===== config.mk =====
export PLATFORM = sky130hd
export DESIGN_NAME = seven_segment_scan_display_core
export DESIGN_NICKNAME = d
export VERILOG_FILES = /design/src/rtl/core/sss_pkg.sv /design/src/rtl/core/sss_font.sv /design/src/rtl/core/sss_display_state.sv /design/src/rtl/core/seven_segment_scan_display_core.sv
export SDC_FILE = /design/constraint.sdc
export NUM_CORES = 1
export LEC_CHECK = 0
export BUFFER_PORTS_ARGS = -buffer_cell sky130_fd_sc_hd__buf_2
export CAP_MARGIN = 10
export CORE_MARGIN = 3
export CORE_UTILIZATION = 45
export CTS_CLUSTER_DIAMETER = 40
export DETAILED_ROUTE_END_ITERATION = 8
export PLACE_DENSITY = 0.75
export SKIP_CTS_REPAIR_TIMING = 1
export SKIP_LAST_GASP = 1
export SLEW_MARGIN = 30
export SYNTH_ARGS = -nofsm -noshare
export SYNTH_HDL_FRONTEND = slang
export SYNTH_SLANG_ARGS = --single-unit

===== constraint.sdc =====
create_clock -name i_clk -period 8.4 [get_ports i_clk]
set_clock_uncertainty 0.15 [all_clocks]
set_input_delay 1.68 -clock i_clk [delete_from_list [all_inputs] [get_ports i_clk]]
set_output_delay 1.68 -clock i_clk [all_outputs]
set_load 0.005 [all_outputs]

===== src/rtl/core/sss_pkg.sv =====
// Shared types, command codes and font tables for the seven-segment scan display.
`timescale 1ns / 1ps
`default_nettype none
package sss_pkg;

    localparam int NUM_POSITIONS_DEF = 5;
    localparam int BLINK_PERIOD_DEF  = 250;

    localparam int CHAR_W   = 8;
    localparam int POS_W    = 3;
    localparam int OP_W     = 3;
    localparam int SEG_W    = 8;
    localparam int DSEL_W   = 5;
    localparam int BRIGHT_W = 5;
    localparam int CNT_W    = 8;

    localparam logic [BRIGHT_W-1:0] BRIGHT_OFF   = 5'd16;
    localparam logic [7:0]          COLON_RESET  = 8'h01;
    localparam logic [SEG_W-1:0]    MINUS_GLYPH  = 8'h40;
    localparam logic [7:0]          PWM_ENABLE   = 8'hd0;

    typedef enum logic [OP_W-1:0] {
        OP_TICK       = 3'd0,
        OP_PUT_CHAR   = 3'd1,
        OP_SET_ICON   = 3'd2,
        OP_FLASH_ICON = 3'd3,
        OP_FLASH_DIG  = 3'd4,
        OP_CLEAR      = 3'd5
    } t_op;

    typedef enum logic {
        CFG_BRIGHTNESS = 1'b0,
        CFG_COLON_MASK = 1'b1
    } t_cfg_reg;

    typedef struct packed {
        logic             hit;
        logic             colon;
        logic [SEG_W-1:0] pattern;
    } t_glyph;

    typedef struct packed {
        logic [DSEL_W-1:0] digit_select;
        logic [SEG_W-1:0]  segment;
    } t_scan;

    localparam logic [SEG_W-1:0] FONT_DIGIT [10] = '{
        8'h3f, 8'h06, 8'h5b, 8'h4f, 8'h66, 8'h6d, 8'h7d, 8'h07, 8'h7f, 8'h6f
    };

    localparam logic [SEG_W-1:0] FONT_UPPER [26] = '{
        8'h77, 8'h40, 8'h39, 8'h3f, 8'h79, 8'h71, 8'h40, 8'h76, 8'h06, 8'h40,
        8'h40, 8'h38, 8'h40, 8'h37, 8'h3f, 8'h73, 8'h40, 8'h50, 8'h6d, 8'h40,
        8'h3e, 8'h3e, 8'h40, 8'h76, 8'h40, 8'h40
    };

    localparam logic [SEG_W-1:0] FONT_LOWER [26] = '{
        8'h77, 8'h7c, 8'h58, 8'h5e, 8'h79, 8'h71, 8'h40, 8'h40, 8'h40, 8'h40,
        8'h40, 8'h38, 8'h40, 8'h54, 8'h5c, 8'h73, 8'h67, 8'h50, 8'h40, 8'h40,
        8'h3e, 8'h3e, 8'h40, 8'h40, 8'h40, 8'h40
    };

endpackage
`default_nettype wire


===== src/rtl/core/sss_font.sv =====
// Character decoder: ASCII code to segment glyph through the font tables.
`timescale 1ns / 1ps
`default_nettype none
module sss_font
    import sss_pkg::*;
(
    input  wire logic [CHAR_W-1:0] i_char,
    output t_glyph                 o_glyph
);

    logic [CHAR_W-1:0] ofs_digit;
    logic [CHAR_W-1:0] ofs_upper;
    logic [CHAR_W-1:0] ofs_lower;

    assign ofs_digit = i_char - 8'h30;
    assign ofs_upper = i_char - 8'h41;
    assign ofs_lower = i_char - 8'h61;

    always_comb begin
        o_glyph = '0;
        priority if (i_char >= 8'h30 && i_char <= 8'h39) begin
            o_glyph.hit     = 1'b1;
            o_glyph.pattern = FONT_DIGIT[ofs_digit[3:0]];
        end else if (i_char >= 8'h61 && i_char <= 8'h7a) begin
            o_glyph.hit     = 1'b1;
            o_glyph.pattern = FONT_LOWER[ofs_lower[4:0]];
        end else if (i_char >= 8'h41 && i_char <= 8'h5a) begin
            o_glyph.hit     = 1'b1;
            o_glyph.pattern = FONT_UPPER[ofs_upper[4:0]];
        end else if (i_char == 8'h3a) begin
            o_glyph.colon   = 1'b1;
        end else if (i_char == 8'h2d) begin
            o_glyph.hit     = 1'b1;
            o_glyph.pattern = MINUS_GLYPH;
        end else begin
            o_glyph = '0;
        end
    end

endmodule
`default_nettype wire


===== src/rtl/core/sss_display_state.sv =====
// Segment buffer, flash mask, blink timer and scan pointer with command execution.
`timescale 1ns / 1ps
`default_nettype none
module sss_display_state
    import sss_pkg::*;
#(
    parameter int NUM_POSITIONS = NUM_POSITIONS_DEF,
    parameter int BLINK_PERIOD  = BLINK_PERIOD_DEF
) (
    input  wire logic              i_clk,
    input  wire logic              i_rst_n,
    input  wire logic              i_valid,
    input  wire logic [OP_W-1:0]   i_op,
    input  wire logic [CHAR_W-1:0] i_char,
    input  wire logic [POS_W-1:0]  i_pos,
    input  wire logic [SEG_W-1:0]  i_icons,
    input  wire logic [7:0]        i_colon_mask,
    output logic                   o_tick,
    output t_scan                  o_scan
);

    localparam int STATUS_IDX = NUM_POSITIONS - 1;
    localparam int IDX_W      = (NUM_POSITIONS > 1) ? $clog2(NUM_POSITIONS) : 1;

    logic [SEG_W-1:0] r_buf  [NUM_POSITIONS];
    logic [SEG_W-1:0] r_mask [NUM_POSITIONS];
    logic [SEG_W-1:0] n_buf  [NUM_POSITIONS];
    logic [SEG_W-1:0] n_mask [NUM_POSITIONS];
    logic [IDX_W-1:0] r_idx, n_idx;
    logic [CNT_W-1:0] r_cnt, n_cnt;
    logic             r_phase, n_phase;

    logic [CNT_W:0]   cnt_inc;
    logic             cnt_wrap;
    logic             tick_phase;
    logic [IDX_W-1:0] idx_eff;
    t_glyph           glyph;

    sss_font u_font (
        .i_char  (i_char),
        .o_glyph (glyph)
    );

    assign cnt_inc    = {1'b0, r_cnt} + 9'd1;
    assign cnt_wrap   = (cnt_inc >= 9'(BLINK_PERIOD));
    assign tick_phase = cnt_wrap ? ~r_phase : r_phase;
    assign idx_eff    = (int'(r_idx) >= NUM_POSITIONS) ? '0 : r_idx;

    always_comb begin
        o_scan.segment = r_buf[idx_eff] ^ (tick_phase ? r_mask[idx_eff] : '0);
        for (int j = 0; j < DSEL_W; j++) begin
            o_scan.digit_select[j] = (int'(idx_eff) == j);
        end
    end

    assign o_tick = i_valid && (i_op == OP_TICK);

    always_comb begin
        n_buf   = r_buf;
        n_mask  = r_mask;
        n_idx   = r_idx;
        n_cnt   = r_cnt;
        n_phase = r_phase;
        if (i_valid) begin
            unique case (i_op)
                OP_TICK: begin
                    n_cnt   = cnt_wrap ? '0 : cnt_inc[CNT_W-1:0];
                    n_phase = tick_phase;
                    n_idx   = (int'(idx_eff) == STATUS_IDX) ? '0 : idx_eff + 1'b1;
                end
                OP_PUT_CHAR: begin
                    for (int i = 0; i < NUM_POSITIONS; i++) begin
                        if (glyph.hit && int'(i_pos) == i) begin
                            n_buf[i] = glyph.pattern;
                        end
                    end
                    if (glyph.colon) begin
                        n_buf[STATUS_IDX] = r_buf[STATUS_IDX] | i_colon_mask;
                    end
                end
                OP_SET_ICON: begin
                    n_buf[STATUS_IDX] = r_buf[STATUS_IDX] | i_icons;
                end
                OP_FLASH_ICON: begin
                    n_mask[STATUS_IDX] = r_mask[STATUS_IDX] | i_icons;
                end
                OP_FLASH_DIG: begin
                    for (int i = 0; i < STATUS_IDX; i++) begin
                        if (int'(i_pos) == i) begin
                            n_mask[i] = '1;
                        end
                    end
                end
                OP_CLEAR: begin
                    for (int i = 0; i < NUM_POSITIONS; i++) begin
                        n_buf[i]  = '0;
                        n_mask[i] = '0;
                    end
                end
                default: begin
                end
            endcase
        end
    end

    always_ff @(posedge i_clk) begin
        if (!i_rst_n) begin
            for (int i = 0; i < NUM_POSITIONS; i++) begin
                r_buf[i]  <= '0;
                r_mask[i] <= '0;
            end
            r_idx   <= '0;
            r_cnt   <= '0;
            r_phase <= 1'b0;
        end else begin
            r_buf   <= n_buf;
            r_mask  <= n_mask;
            r_idx   <= n_idx;
            r_cnt   <= n_cnt;
            r_phase <= n_phase;
        end
    end

endmodule
`default_nettype wire


===== src/rtl/core/seven_segment_scan_display_core.sv =====
// Top level of the multiplexed seven-segment scan display controller.
// A scan tick transaction gives its result in the output register in the cycle after it is accepted.
// Throughput: one command or tick per cycle; other commands produce no result.
// The output register frees on the same edge it is taken, so input stalls only on output stall.
// Reset (synchronous, active low) clears buffers, flash mask, blink timer and scan pointer,
// sets brightness to 16 (PWM off) and the colon mask to 1.
`timescale 1ns / 1ps
`default_nettype none
module seven_segment_scan_display_core
    import sss_pkg::*;
#(
    parameter int NUM_POSITIONS = NUM_POSITIONS_DEF,
    parameter int BLINK_PERIOD  = BLINK_PERIOD_DEF
) (
    input  wire logic        i_clk,
    input  wire logic        i_rst_n,
    input  wire logic        i_s_tvalid,
    output logic             o_s_tready,
    input  wire logic [23:0] i_s_tdata,   // operation, char_code, position, icon_bits, pad
    output logic             o_m_tvalid,
    input  wire logic        i_m_tready,
    output logic [23:0]      o_m_tdata,   // digit_select, segment_pattern, pwm_control, pad
    input  wire logic        i_cfg_valid,
    output logic             o_cfg_ready,
    input  wire logic        i_cfg_index,
    input  wire logic [7:0]  i_cfg_data
);

    logic                r_out_valid;
    logic [23:0]         r_out_data;
    logic [BRIGHT_W-1:0] r_bright;
    logic [7:0]          r_colon;
    logic                accept;
    logic                tick;
    t_scan               scan;
    logic [7:0]          pwm;

    assign o_s_tready  = !r_out_valid || i_m_tready;
    assign accept      = i_s_tvalid && o_s_tready;
    assign o_cfg_ready = 1'b1;
    assign o_m_tvalid  = r_out_valid;
    assign o_m_tdata   = r_out_data;

    sss_display_state #(
        .NUM_POSITIONS (NUM_POSITIONS),
        .BLINK_PERIOD  (BLINK_PERIOD)
    ) u_state (
        .i_clk        (i_clk),
        .i_rst_n      (i_rst_n),
        .i_valid      (accept),
        .i_op         (i_s_tdata[2:0]),
        .i_char       (i_s_tdata[10:3]),
        .i_pos        (i_s_tdata[13:11]),
        .i_icons      (i_s_tdata[21:14]),
        .i_colon_mask (r_colon),
        .o_tick       (tick),
        .o_scan       (scan)
    );

    assign pwm = (r_bright >= BRIGHT_OFF) ? 8'h00 : (PWM_ENABLE | {4'h0, r_bright[3:0]});

    always_ff @(posedge i_clk) begin
        if (!i_rst_n) begin
            r_bright <= BRIGHT_OFF;
            r_colon  <= COLON_RESET;
        end else if (i_cfg_valid) begin
            unique case (t_cfg_reg'(i_cfg_index))
                CFG_BRIGHTNESS: begin
                    if (i_cfg_data[4:0] <= BRIGHT_OFF) begin
                        r_bright <= i_cfg_data[4:0];
                    end
                end
                CFG_COLON_MASK: r_colon <= i_cfg_data;
                default: begin
                end
            endcase
        end
    end

    always_ff @(posedge i_clk) begin
        if (!i_rst_n) begin
            r_out_valid <= 1'b0;
        end else if (tick) begin
            r_out_valid <= 1'b1;
        end else if (i_m_tready) begin
            r_out_valid <= 1'b0;
        end
    end

    always_ff @(posedge i_clk) begin
        if (tick) begin
            r_out_data <= {3'b000, pwm, scan.segment, scan.digit_select};
        end
    end

endmodule
`default_nettype wire

* After elaboration in Yosys (flattened, before gate mapping)
Memory sizes are Yosys's and may differ from the RTL's.
Cells that the tools add are included.
** Word-level totals
- Flip-flop bits (word level) :: 127
- Latch bits :: 0
- RAM bits :: 0
- Bits in read-only memories :: 640
- Input bits :: 38
- Logic and storage cells :: 155
- Memories :: 3
** Operators by class
- Add/subtract/negate cells :: 5
- Multiply operators :: 0
- Divide/modulo/power cells :: 0
- $lt $le $gt $ge :: 14
- Equality and inequality tests :: 24
- Shift operators :: 0
- Mux-type cells :: 48
- Bitwise logic cells :: 10
- Reduce and logical (&&, ||, !) cells :: 33
** Memories
- (no name shown) :: depth 32, width 8, read ports 1, clocked after memory_dff 0, write ports 0, RTL line sss_font.sv:29 : o_glyph.pattern = FONT_UPPER[ofs_upper[4:0]];
- (no name shown) :: depth 32, width 8, read ports 1, clocked after memory_dff 0, write ports 0, RTL line sss_font.sv:26 : o_glyph.pattern = FONT_LOWER[ofs_lower[4:0]];
- (no name shown) :: depth 16, width 8, read ports 1, clocked after memory_dff 0, write ports 0, RTL line sss_font.sv:23 : o_glyph.pattern = FONT_DIGIT[ofs_digit[3:0]];
** Operator list (count)
- 2-to-1 mux 8 bit :: 27
- case mux 32 bit (2 select lines) :: 2
- binary-select mux 8 bit (select 3 bit) :: 2
- AND reduction 3 bit :: 10
- == test 3 bit (second input constant) :: 8
- OR 8 bit :: 3
- case mux 8 bit (3 select lines) :: 1
- == test 8 x 6 -> 1 bit (second input constant) :: 2
- greater-or-equal comparator 8 x 7 -> 1 bit (second input constant) :: 2
- <= comparator 8 x 7 -> 1 bit (second input constant) :: 2
- inequality test 2 x 1 -> 1 bit (second input constant) :: 8
- case mux 8 bit (2 select lines) :: 1
- == test 3 x 2 -> 1 bit (second input constant) :: 4
- greater-or-equal comparator 6 bit (second input constant) :: 2
- 2-to-1 mux 1 bit :: 12
- NOT 5 -> 6 bit :: 2
- greater-or-equal comparator 5 bit (second input constant) :: 2
- logical AND 1 bit :: 10
- subtractor 5 x 1 -> 5 bit (second input constant) :: 2
- adder 8 x 1 -> 9 bit (second input constant) :: 1
- greater-or-equal comparator 9 x 8 -> 1 bit (second input constant) :: 1
- logical NOT 3 bit :: 3
- greater-or-equal comparator 8 x 6 -> 1 bit (second input constant) :: 1
- <= comparator 8 x 6 -> 1 bit (second input constant) :: 1
- 18 further kinds :: 25

* Longest topological paths before layout
Gate-level depths: netlist of run 1.
- Word-level depth :: 11
- Gate-level depth with buffers :: 15

* By module
Synthesis of run 1 repeated with hierarchy kept, for this count alone.
** Unflattened totals
- Cells, all modules :: 734
- Area, all modules :: 6256.0 um^2
** Modules (own cells, without submodules)
- sss_display_state :: instances 1, cells each 492, area an instance 4007.6 um^2, sequential area each 1281.2 um^2
- seven_segment_scan_display_core :: instances 1, cells each 95, area an instance 1203.7 um^2, sequential area each 820.8 um^2
- sss_font :: instances 1, cells each 147, area an instance 1044.8 um^2, sequential area each 0.0 um^2

* Worst setup path before layout of run 1
Ideal clock, no wire load.
- Kind :: input -> register
- Start point :: input i_s_tdata[4]
- End point :: register u_state.r_buf[24] (netlist bit)
- Library setup time :: 0.127 ns
- Arrival time :: 4.352 ns
- Data required time :: 8.123 ns
- Path slack :: 3.771 ns
- Stages on the path :: 14
- Path buffers :: 3
- Cell sequence :: buf_2 inv_1 ha_1 buf_4 xor2_1 inv_2 buf_2 ha_1 a22o_1 a22oi_1 a311oi_1 a2111o_1 nand3b_1 o21ai_0
** On the way
- Word-level cells in the longest chain between the ends :: 10
- Elaborated cells between the ends (all ways) :: 40
** Ends and longest elaborated chain
- from (decl) :: RTL line seven_segment_scan_display_core.sv:19 : input wire logic [23:0] i_s_tdata,
- subtractor 5 x 1 -> 5 bit :: RTL line sss_font.sv:16, sss_font.sv:17
- NOT 5 -> 6 bit (implied by the code) :: RTL line sss_font.sv:26, sss_font.sv:29
- memory (32 x 8 bit)
- 2-to-1 mux 8 bit (implied by the code) (2 in series) :: RTL line sss_font.sv:29
- 2-to-1 mux 8 bit :: RTL line sss_font.sv:27 : end else if (i_char >= 8'h41 && i_char <= 8'h5a) begin
- 2-to-1 mux 8 bit :: RTL line sss_font.sv:24 : end else if (i_char >= 8'h61 && i_char <= 8'h7a) begin
- 2-to-1 mux 8 bit :: RTL line sss_font.sv:21 : priority if (i_char >= 8'h30 && i_char <= 8'h39) begin
- 2-to-1 mux 8 bit :: RTL line sss_display_state.sv:73 : if (glyph.hit && int'(i_pos) == i) begin
- case mux 32 bit (2 select lines) :: RTL line sss_display_state.sv:65 : unique case (i_op)
- to (signal assigned) :: RTL line sss_display_state.sv:116 : r_buf <= n_buf;
- to (decl) :: RTL line sss_display_state.sv:25 : logic [SEG_W-1:0] r_buf [NUM_POSITIONS];
Parallel ways exist; a longest one is shown, timed or not. The select of a mux whose other input is x is not followed.
A chain may end at the register's enable or synchronous reset.

* Worst setup path in the final report of run 1
- Start point :: input i_s_tdata[4]
- End point :: register u_state.r_buf[32] (netlist bit)
The elaborated chain is that of the path after synthesis.

==> flow_metrics.py, run 1 <==
metrics = {
    "clock_network": {
        "cts_root_buf": "clkbuf_16",
        "clockBufferDepth": 2,
        "cts_buffers": 9,
        "htree_levels": 3,
        "cts_tree": "built",
        "clk_pin_slew_ps": 60,
        "cts_sinks": 92,
        "clock_latency_ps": 350,
    },
    "die": {
        "num_rows": 40,
        "start_util_pct": 46.9,
        "core-area_sq_mm": 0.0123,
        "die_x_um": 119,
        "dieArea_sq_mm": 0.0142,
        "die_y_um": 119,
        "io_pins": 65,
    },
    "drt": {
        "wl_um": 15500,
        "drt_iter0_markers": 466,
        "drc": 0,
        "dr.pass1.iters": 5,
        "ant_nets": 0,
        "drt-vias-per-instance": 6.01,
        "routedWlPerCell_um": 17.4,
        "num_vias": 5379,
    },
    "worst_hold_path": {
        "hold_end": "u_state.r_buf[11]",
        "worst_hold_path_type": "flip-flop to flip-flop",
        "min_path_cells": 2,
        "hold_start": "u_state.r_buf[11]",
    },
    "timing": {
        "period_needed_ps": 5280,
        "hold_violations": 0,
        "fin_setup_tns_ps": 0,
        "setup_viol_count_final": 0,
        "rsz0062_at_grt": "false",
        "worst_slew_pin_slew_ps": 1030,
        "max_freq_ghz": 0.189,
        "slew_headroom_pct": 31.1,
        "final.period_utilization_pct": 62.9,
        "drv_slew": 0,
    },
    "place": {
        "hpwl_um": 11200,
        "gp_congestion": 0.910,
        "port_buffers": 57,
        "placed_cell_area_sq_mm": 0.00603,
    },
    "synthesis": {
        "synth-edff-count": 18,
        "post_synth.cell_area_avg_sq_um": 8.18,
        "yosys.area.top_type": "dfxtp_1",
        "yosysSeqAreaShare_pct": 35.1,
        "synthCells": 703,
        "synth_top_area_share_pct": 25.8,
        "synth_area_sq_mm": 0.00575,
        "async_flop_share_pct": 0,
        "yosys-top-cells-area": "dfxtp_1 (26%), edfxtp_1 (9.4%), nand3_1 (4.9%), o21ai_0 (4.6%), a21oi_1 (4.3%)",
        "yosysUniqueCellTypes": 82,
        "synth_ff_type": "dfxtp_1",
        "ys_ff_latch": 92,
        "ys.warnings.count": 0,
    },
    "pwr": {
        "seqPwrFrac_pct": 44.2,
        "power.internal_w": 0.000793,
        "sw_frac_of_total_pct": 24.8,
        "p_per_area_mw_per_mm2": 165,
        "cellLeakagePower_nw": 2.30,
        "comb_power_share_pct": 12.3,
        "vdd_drop_max_uv": 101,
        "p_clk_share_pct": 43.5,
        "switchingPower_w": 0.000262,
    },
    "worst_setup_path": {
        "crit_start": "i_s_tdata[4]",
        "crit_path_end_kind": "flip-flop",
        "r2r-end": "o_m_tdata[12]",
        "reg2reg_from": "u_state.r_cnt[0]",
        "worstPathRequired_ps": 8450,
        "critPathKind": "primary input to flip-flop",
        "crit_fanout": 17,
        "start_kind": "primary input",
        "rr_worst_depth": 7,
        "cp.arrival_ps": 5330,
        "r2r_slack_ps": 5320,
    },
    "global_route": {
        "grt_max_degree": 42,
        "antenna_found_initial": 1,
        "grt-ovfl-total": 0,
        "grt_pass1_wl_um": 25200,
        "grt.total_usage_pct": 21.8,
        "grt_pass1_vias": 4822,
    },
    "cells_and_area": {
        "final_cell_mix": "dfxtp_1 (74), nand2_1 (61), buf_2 (57)",
        "layout_commonest_cell": "dfxtp_1",
        "layout-drive-gt1-share_pct": 14.4,
        "final_nets": 778,
        "area_growth_pct": 10.8,
        "diodes": 0,
        "post-route-cell-area_sq_mm": 0.00638,
    },
    "status": {
        "status": "complete, no violations",
    },
    "job": {
        "cap_violations": 0,
    },
}
layer usage:
metal | routed length, um | GRT usage [%]
met1 | 6830 | 29.1
met2 | 7550 | 35.6
met3 | 964 | 5.13
met4 | 188 | 5.21
met5 | 7 | 0
worst max-delay path by stage:
stage	end	slack [ps]
global placement	u_state.r_buf[16]	2920
floorplan	u_state.r_buf[24]	3770
global route	u_state.r_buf[32]	2900
finish	u_state.r_buf[32]	3120
CTS	u_state.r_buf[32]	3200
detailed placement	u_state.r_buf[32]	2850
power by group through the flow:
stage	registers [W]	logic (W)	clock network (W)
final	0.000467	0.000130	0.000458
after global routing	0.000467	0.000142	0.000486
after CTS	0.000466	0.000127	0.000465
after detailed placement	0.000476	0.000126	0
after global placement	0.000475	0.000121	0
after floorplan	0.000473	0.0000915	0
synthesized netlist by cell type (6+ instances only):
library cell and number:
and3_1 11, a22o_1 7, nand3_1 56, buf_2 10, ha_1 18, nor2_1 52, nand2b_1 9, clkbuf_1 30
mux2i_1 8, a31oi_1 13, a21oi_1 49, nand2_1 61, a211oi_1 12, buf_4 9, nor2b_1 23, o21ai_0 53
o221ai_1 6, a22oi_1 8, nor3_1 12, edfxtp_1 18, mux2_2 10, xnor2_1 6, inv_1 14, a21boi_0 14
o21ai_1 7, dfxtp_1 74, and2_1 13
registers in the layout, summed over array words and instances (netlist names):
name	cells
o_m_tdata	18
u_state.r_mask	12
u_state.r_idx	3
u_state.r_cnt	8
u_state.r_buf	36
o_m_tvalid	1
r_colon	8
r_bright	5
u_state.r_phase	1
through the flow:
| stage | instances | power, W | hold WS, ps | setup slack [ps] | util (%) |
|---|---|---|---|---|---|
| floorplan | 706 | 0.000564 | 281 | 3770 | - |
| finish | 895 | 0.00105 | 305 | 3120 | 52.0 |
| global placement | 878 | 0.000597 | 293 | 2920 | 48.9 |
| detailed placement | 879 | 0.000603 | 298 | 2850 | 49.2 |
| global route | 895 | 0.00110 | 328 | 2900 | 52.0 |
| CTS | 895 | 0.00106 | 308 | 3200 | 52.0 |
critical path, stage by stage:
cell      delay [ps]
buf_2            200
inv_1            210
ha_1             610
xor2_1           710
inv_2            290
ha_1             320
a22o_1           240
a22oi_1          160
a311oi_1         120
a2111o_1         460
nand3b_1         180
o21ai_0          110
kinds of logic (layout without fill, tap and decap cells):
logic type               after synthesis  in the layout  synth area share, %
multiplexers                          18             18                 3.35
AND/OR/NAND/NOR                      271            271                 24.4
adder cells (fa/ha/maj)               19             19                 4.09
flip-flops                            92             92                 35.1
XOR/XNOR                              10             10                 1.85
AO/OA/AOI/OAI                        221            221                 25.4
other                                  2              5                0.131
buffers and inverters                 70             91                 5.63
cell type report:
type	count	area, sq um
fillers	1137	5890
clock inverters	7	115
inverters	17	63.8
well taps	168	210
clock buffers	9	225
flip-flops and latches	92	2020
repair buffers	58	305
multi-input cells	544	3430
No activity file was read; power rests on OpenSTA's default activity.
==> run 2: changes to the inputs <==
ABC_AREA = 1   (was unset)
PLACE_DENSITY = 0.77   (was 0.75)
clock period = 4.74 ns   (was 8.4 ns; I/O delays follow)
==> run 2 against run 1 <==
Against the previous run:
- flip-flop and latch count is the same
- highest routed layer unchanged
- critical path type unchanged
- sequential share of layout area shrank 1.0 points
- clock power rose by 62%
- combinational power grew 140%
==> flow_metrics.py, run 2 <==
metrics = {
    "synthesis": {
        "yosys.area.top_type": "dfxtp_1",
        "synth-adder-area-share_pct": 3.78,
        "post_synth.cell_area_avg_sq_um": 6.32,
        "yosysSeqAreaShare_pct": 34.0,
        "yosys-top-cells-area": "dfxtp_1 (25%), nand2_1 (17%), edfxtp_1 (9.1%), nor2_1 (9.0%), inv_1 (8.1%)",
        "synth_area_sq_mm": 0.00595,
        "synth_top_family_by_area": "simple AND/OR/NAND/NOR gates",
        "synthTopCellsByCount": "nand2_1 (272), nor2_1 (143), inv_1 (129)",
        "ys_ff_latch": 92,
        "synthMuxAreaShare_pct": 0.168,
        "yosysUniqueCellTypes": 40,
        "synth_xor_area_share_pct": 0.589,
        "synthCells": 942,
        "synth-edff-count": 18,
        "synthSimpleGateAreaFrac_pct": 37.1,
        "synth_ff_type": "dfxtp_1",
        "synth_most_common_cell": "nand2_1",
        "ys.warnings.count": 0,
        "async_flop_share_pct": 0,
        "synth_compound_area_share_pct": 11.9,
        "synth_top_area_share_pct": 24.9,
    },
    "timing": {
        "hold_violations": 0,
        "fin_setup_tns_ps": 0,
        "rsz0062_at_grt": "false",
        "period_needed_ps": 3140,
        "max_freq_ghz": 0.319,
        "whs_ps": 306,
        "worst_slew_pin_slew_ps": 961,
        "setup_viol_count_final": 0,
        "final.period_utilization_pct": 66.2,
        "slew_headroom_pct": 35.9,
        "drv_slew": 0,
    },
    "drt": {
        "drc": 0,
        "num_vias": 5722,
        "routedWlPerCell_um": 12.1,
        "ant_nets": 0,
        "dr.pass1.iters": 7,
        "drt-vias-per-instance": 4.94,
        "drt_iter0_markers": 443,
        "wl_um": 14000,
    },
    "die": {
        "start_util_pct": 46.6,
        "dieArea_sq_mm": 0.0146,
        "io_pins": 65,
        "die_y_um": 121,
        "core-area_sq_mm": 0.0128,
        "num_rows": 41,
        "die_x_um": 121,
    },
    "status": {
        "status": "complete, no violations",
    },
    "place": {
        "placed_cell_area_sq_mm": 0.00627,
        "hpwl_um": 10200,
        "gp_congestion": 0.881,
        "port_buffers": 57,
    },
    "job": {
        "cap_violations": 0,
    },
    "worst_setup_path": {
        "crit_top_cell": "nand2_1",
        "crit_buf_inv": 6,
        "slowest_delay_ps": 360,
        "crit_family": "simple AND/OR/NAND/NOR gates",
        "crit_fanout": 11,
        "crit_path_end": "u_state.r_buf[21]",
        "critPathKind": "primary input to flip-flop",
        "path_depth": 18,
        "path_cells": "buf_2 -> inv_1 -> ha_1 -> inv_1 -> nand2_1 -> nand2_1 -> ha_1 -> inv_1 -> nand2_1 -> nand2_1 -> inv_1 -> nor2_1 -> nand2_1 -> nand3_1 -> nand2_1 -> inv_1 -> nor2_1 -> nor2_1",
        "r2r-end": "o_m_tdata[5]",
        "reg2reg_from": "u_state.r_cnt[0]",
        "worstPathRequired_ps": 4860,
        "crit_start": "i_s_tdata[3]",
        "start_kind": "primary input",
        "rr_worst_depth": 10,
        "cp.arrival_ps": 3260,
        "crit_slowest_cell": "ha_1",
        "crit_path_end_kind": "flip-flop",
        "r2r_slack_ps": 2230,
    },
    "global_route": {
        "grt-ovfl-total": 0,
        "grt_pass1_vias": 5072,
        "grt_max_degree": 53,
        "grt.total_usage_pct": 19.2,
        "grt_pass1_wl_um": 23000,
        "antenna_found_initial": 2,
    },
    "cells_and_area": {
        "regMostFlops": "u_state.r_buf",
        "final_cell_mix": "nand2_1 (272), nor2_1 (143), inv_1 (129)",
        "layout-drive-gt1-share_pct": 11.2,
        "seq_area_sq_mm": 0.00202,
        "multi_input_area_sq_mm": 0.00322,
        "layout_commonest_cell": "nand2_1",
        "final_nets": 1038,
        "post-route-cell-area_sq_mm": 0.00659,
        "area_growth_pct": 10.7,
        "largest_reg_flops": 36,
        "diodes": 0,
        "fillers": 1254,
    },
    "pwr": {
        "p_per_area_mw_per_mm2": 287,
        "cellLeakagePower_nw": 3.28,
        "vdd_drop_max_uv": 206,
    },
    "worst_hold_path": {
        "worst_hold_path_type": "flip-flop to flip-flop",
    },
    "clock_network": {
        "cts_sinks": 92,
        "clock_latency_ps": 340,
        "htree_levels": 3,
        "cts_tree": "built",
        "cts_root_buf": "clkbuf_16",
        "cts_buffers": 9,
        "clk_pin_slew_ps": 60,
        "clockBufferDepth": 2,
    },
}
[run 2: changes by cell type after synthesis, sizes merged, moves of 11 or more]
| cell | previous run | this run |
|---|---|---|
| a211oi | 13 | 2 |
| a21boi | 15 | 0 |
| a21oi | 49 | 62 |
| a31oi | 14 | 0 |
| and2 | 14 | 0 |
| and3 | 11 | 0 |
| clkbuf | 30 | 10 |
| inv | 17 | 134 |
| nand2 | 61 | 286 |
| nand4 | 1 | 14 |
| nor2 | 52 | 150 |
| nor2b | 23 | 0 |
[run 2: worst min-delay path by stage]
| stage | start | cells past startpoint | to |
|---|---|---|---|
| final | r_bright[3] | 2 | r_bright[3] |
| after global routing | u_state.r_mask[30] | 2 | u_state.r_mask[30] |
| after CTS | r_bright[2] | 2 | r_bright[2] |
| after detailed placement | u_state.r_mask[38] | 2 | u_state.r_mask[38] |
| after global placement | u_state.r_mask[30] | 2 | u_state.r_mask[30] |
| after floorplan | u_state.r_mask[22] | 2 | u_state.r_mask[22] |
[run 2: layout make-up]
class                      count  area share [%]
clock buffer                  15            4.71
clock inverter                 1           0.133
inverter                     136            7.82
multi-input combinational    684            48.8
sequential                    92            30.7
tap                          172            3.27
timing repair buffer          59            4.56
[run 2: where the power goes]
| part | total [W] | switching [W] | internal, W |
|---|---|---|---|
| Sequential | 0.000839 | 0.0000126 | 0.000826 |
| Clock | 0.000743 | 0.000293 | 0.000450 |
| Combinational | 0.000311 | 0.000214 | 0.0000966 |
[run 2: layer usage]
metal	vias up	share of wire, %	wire [um]	GRT usage (%)
li1	3019	-	-	-
met1	2540	47	6580	26.2
met2	139	45	6310	30.8
met3	20	6.2	867	3.54
met4	4	1.7	238	5.95
met5	-	0.16	23	0
[run 2: tightest hold or removal path: cells and delay by family (launching register included)]
family                 cells  cell delay, ps
flip-flops                 1             300
buffers and inverters      1              60
AO/OA/AOI/OAI              1              60
[run 2: cells by family (layout without fill, tap and decap cells)]
logic type,count (synthesis),count (layout)
xor gates and xnor gates,4,4
and+or+nand+nor,523,523
buffers and inverters,169,211
adders and majority gates,18,18
DFF,92,92
other,2,5
muxes,1,1
AOI/OAI and AO/OA,133,133
[run 2: through the flow]
stage | worst slack (ps) | power [W] | util, % | cells
after CTS | 1620 | 0.00190 | 51.6 | 1159
after detailed placement | 1270 | 0.00116 | 49.1 | 1143
final | 1600 | 0.00189 | 51.6 | 1159
after floorplan | 1740 | 0.00109 | - | 945
after global routing | 1350 | 0.00198 | 51.6 | 1159
after global placement | 1270 | 0.00116 | 49.1 | 1143
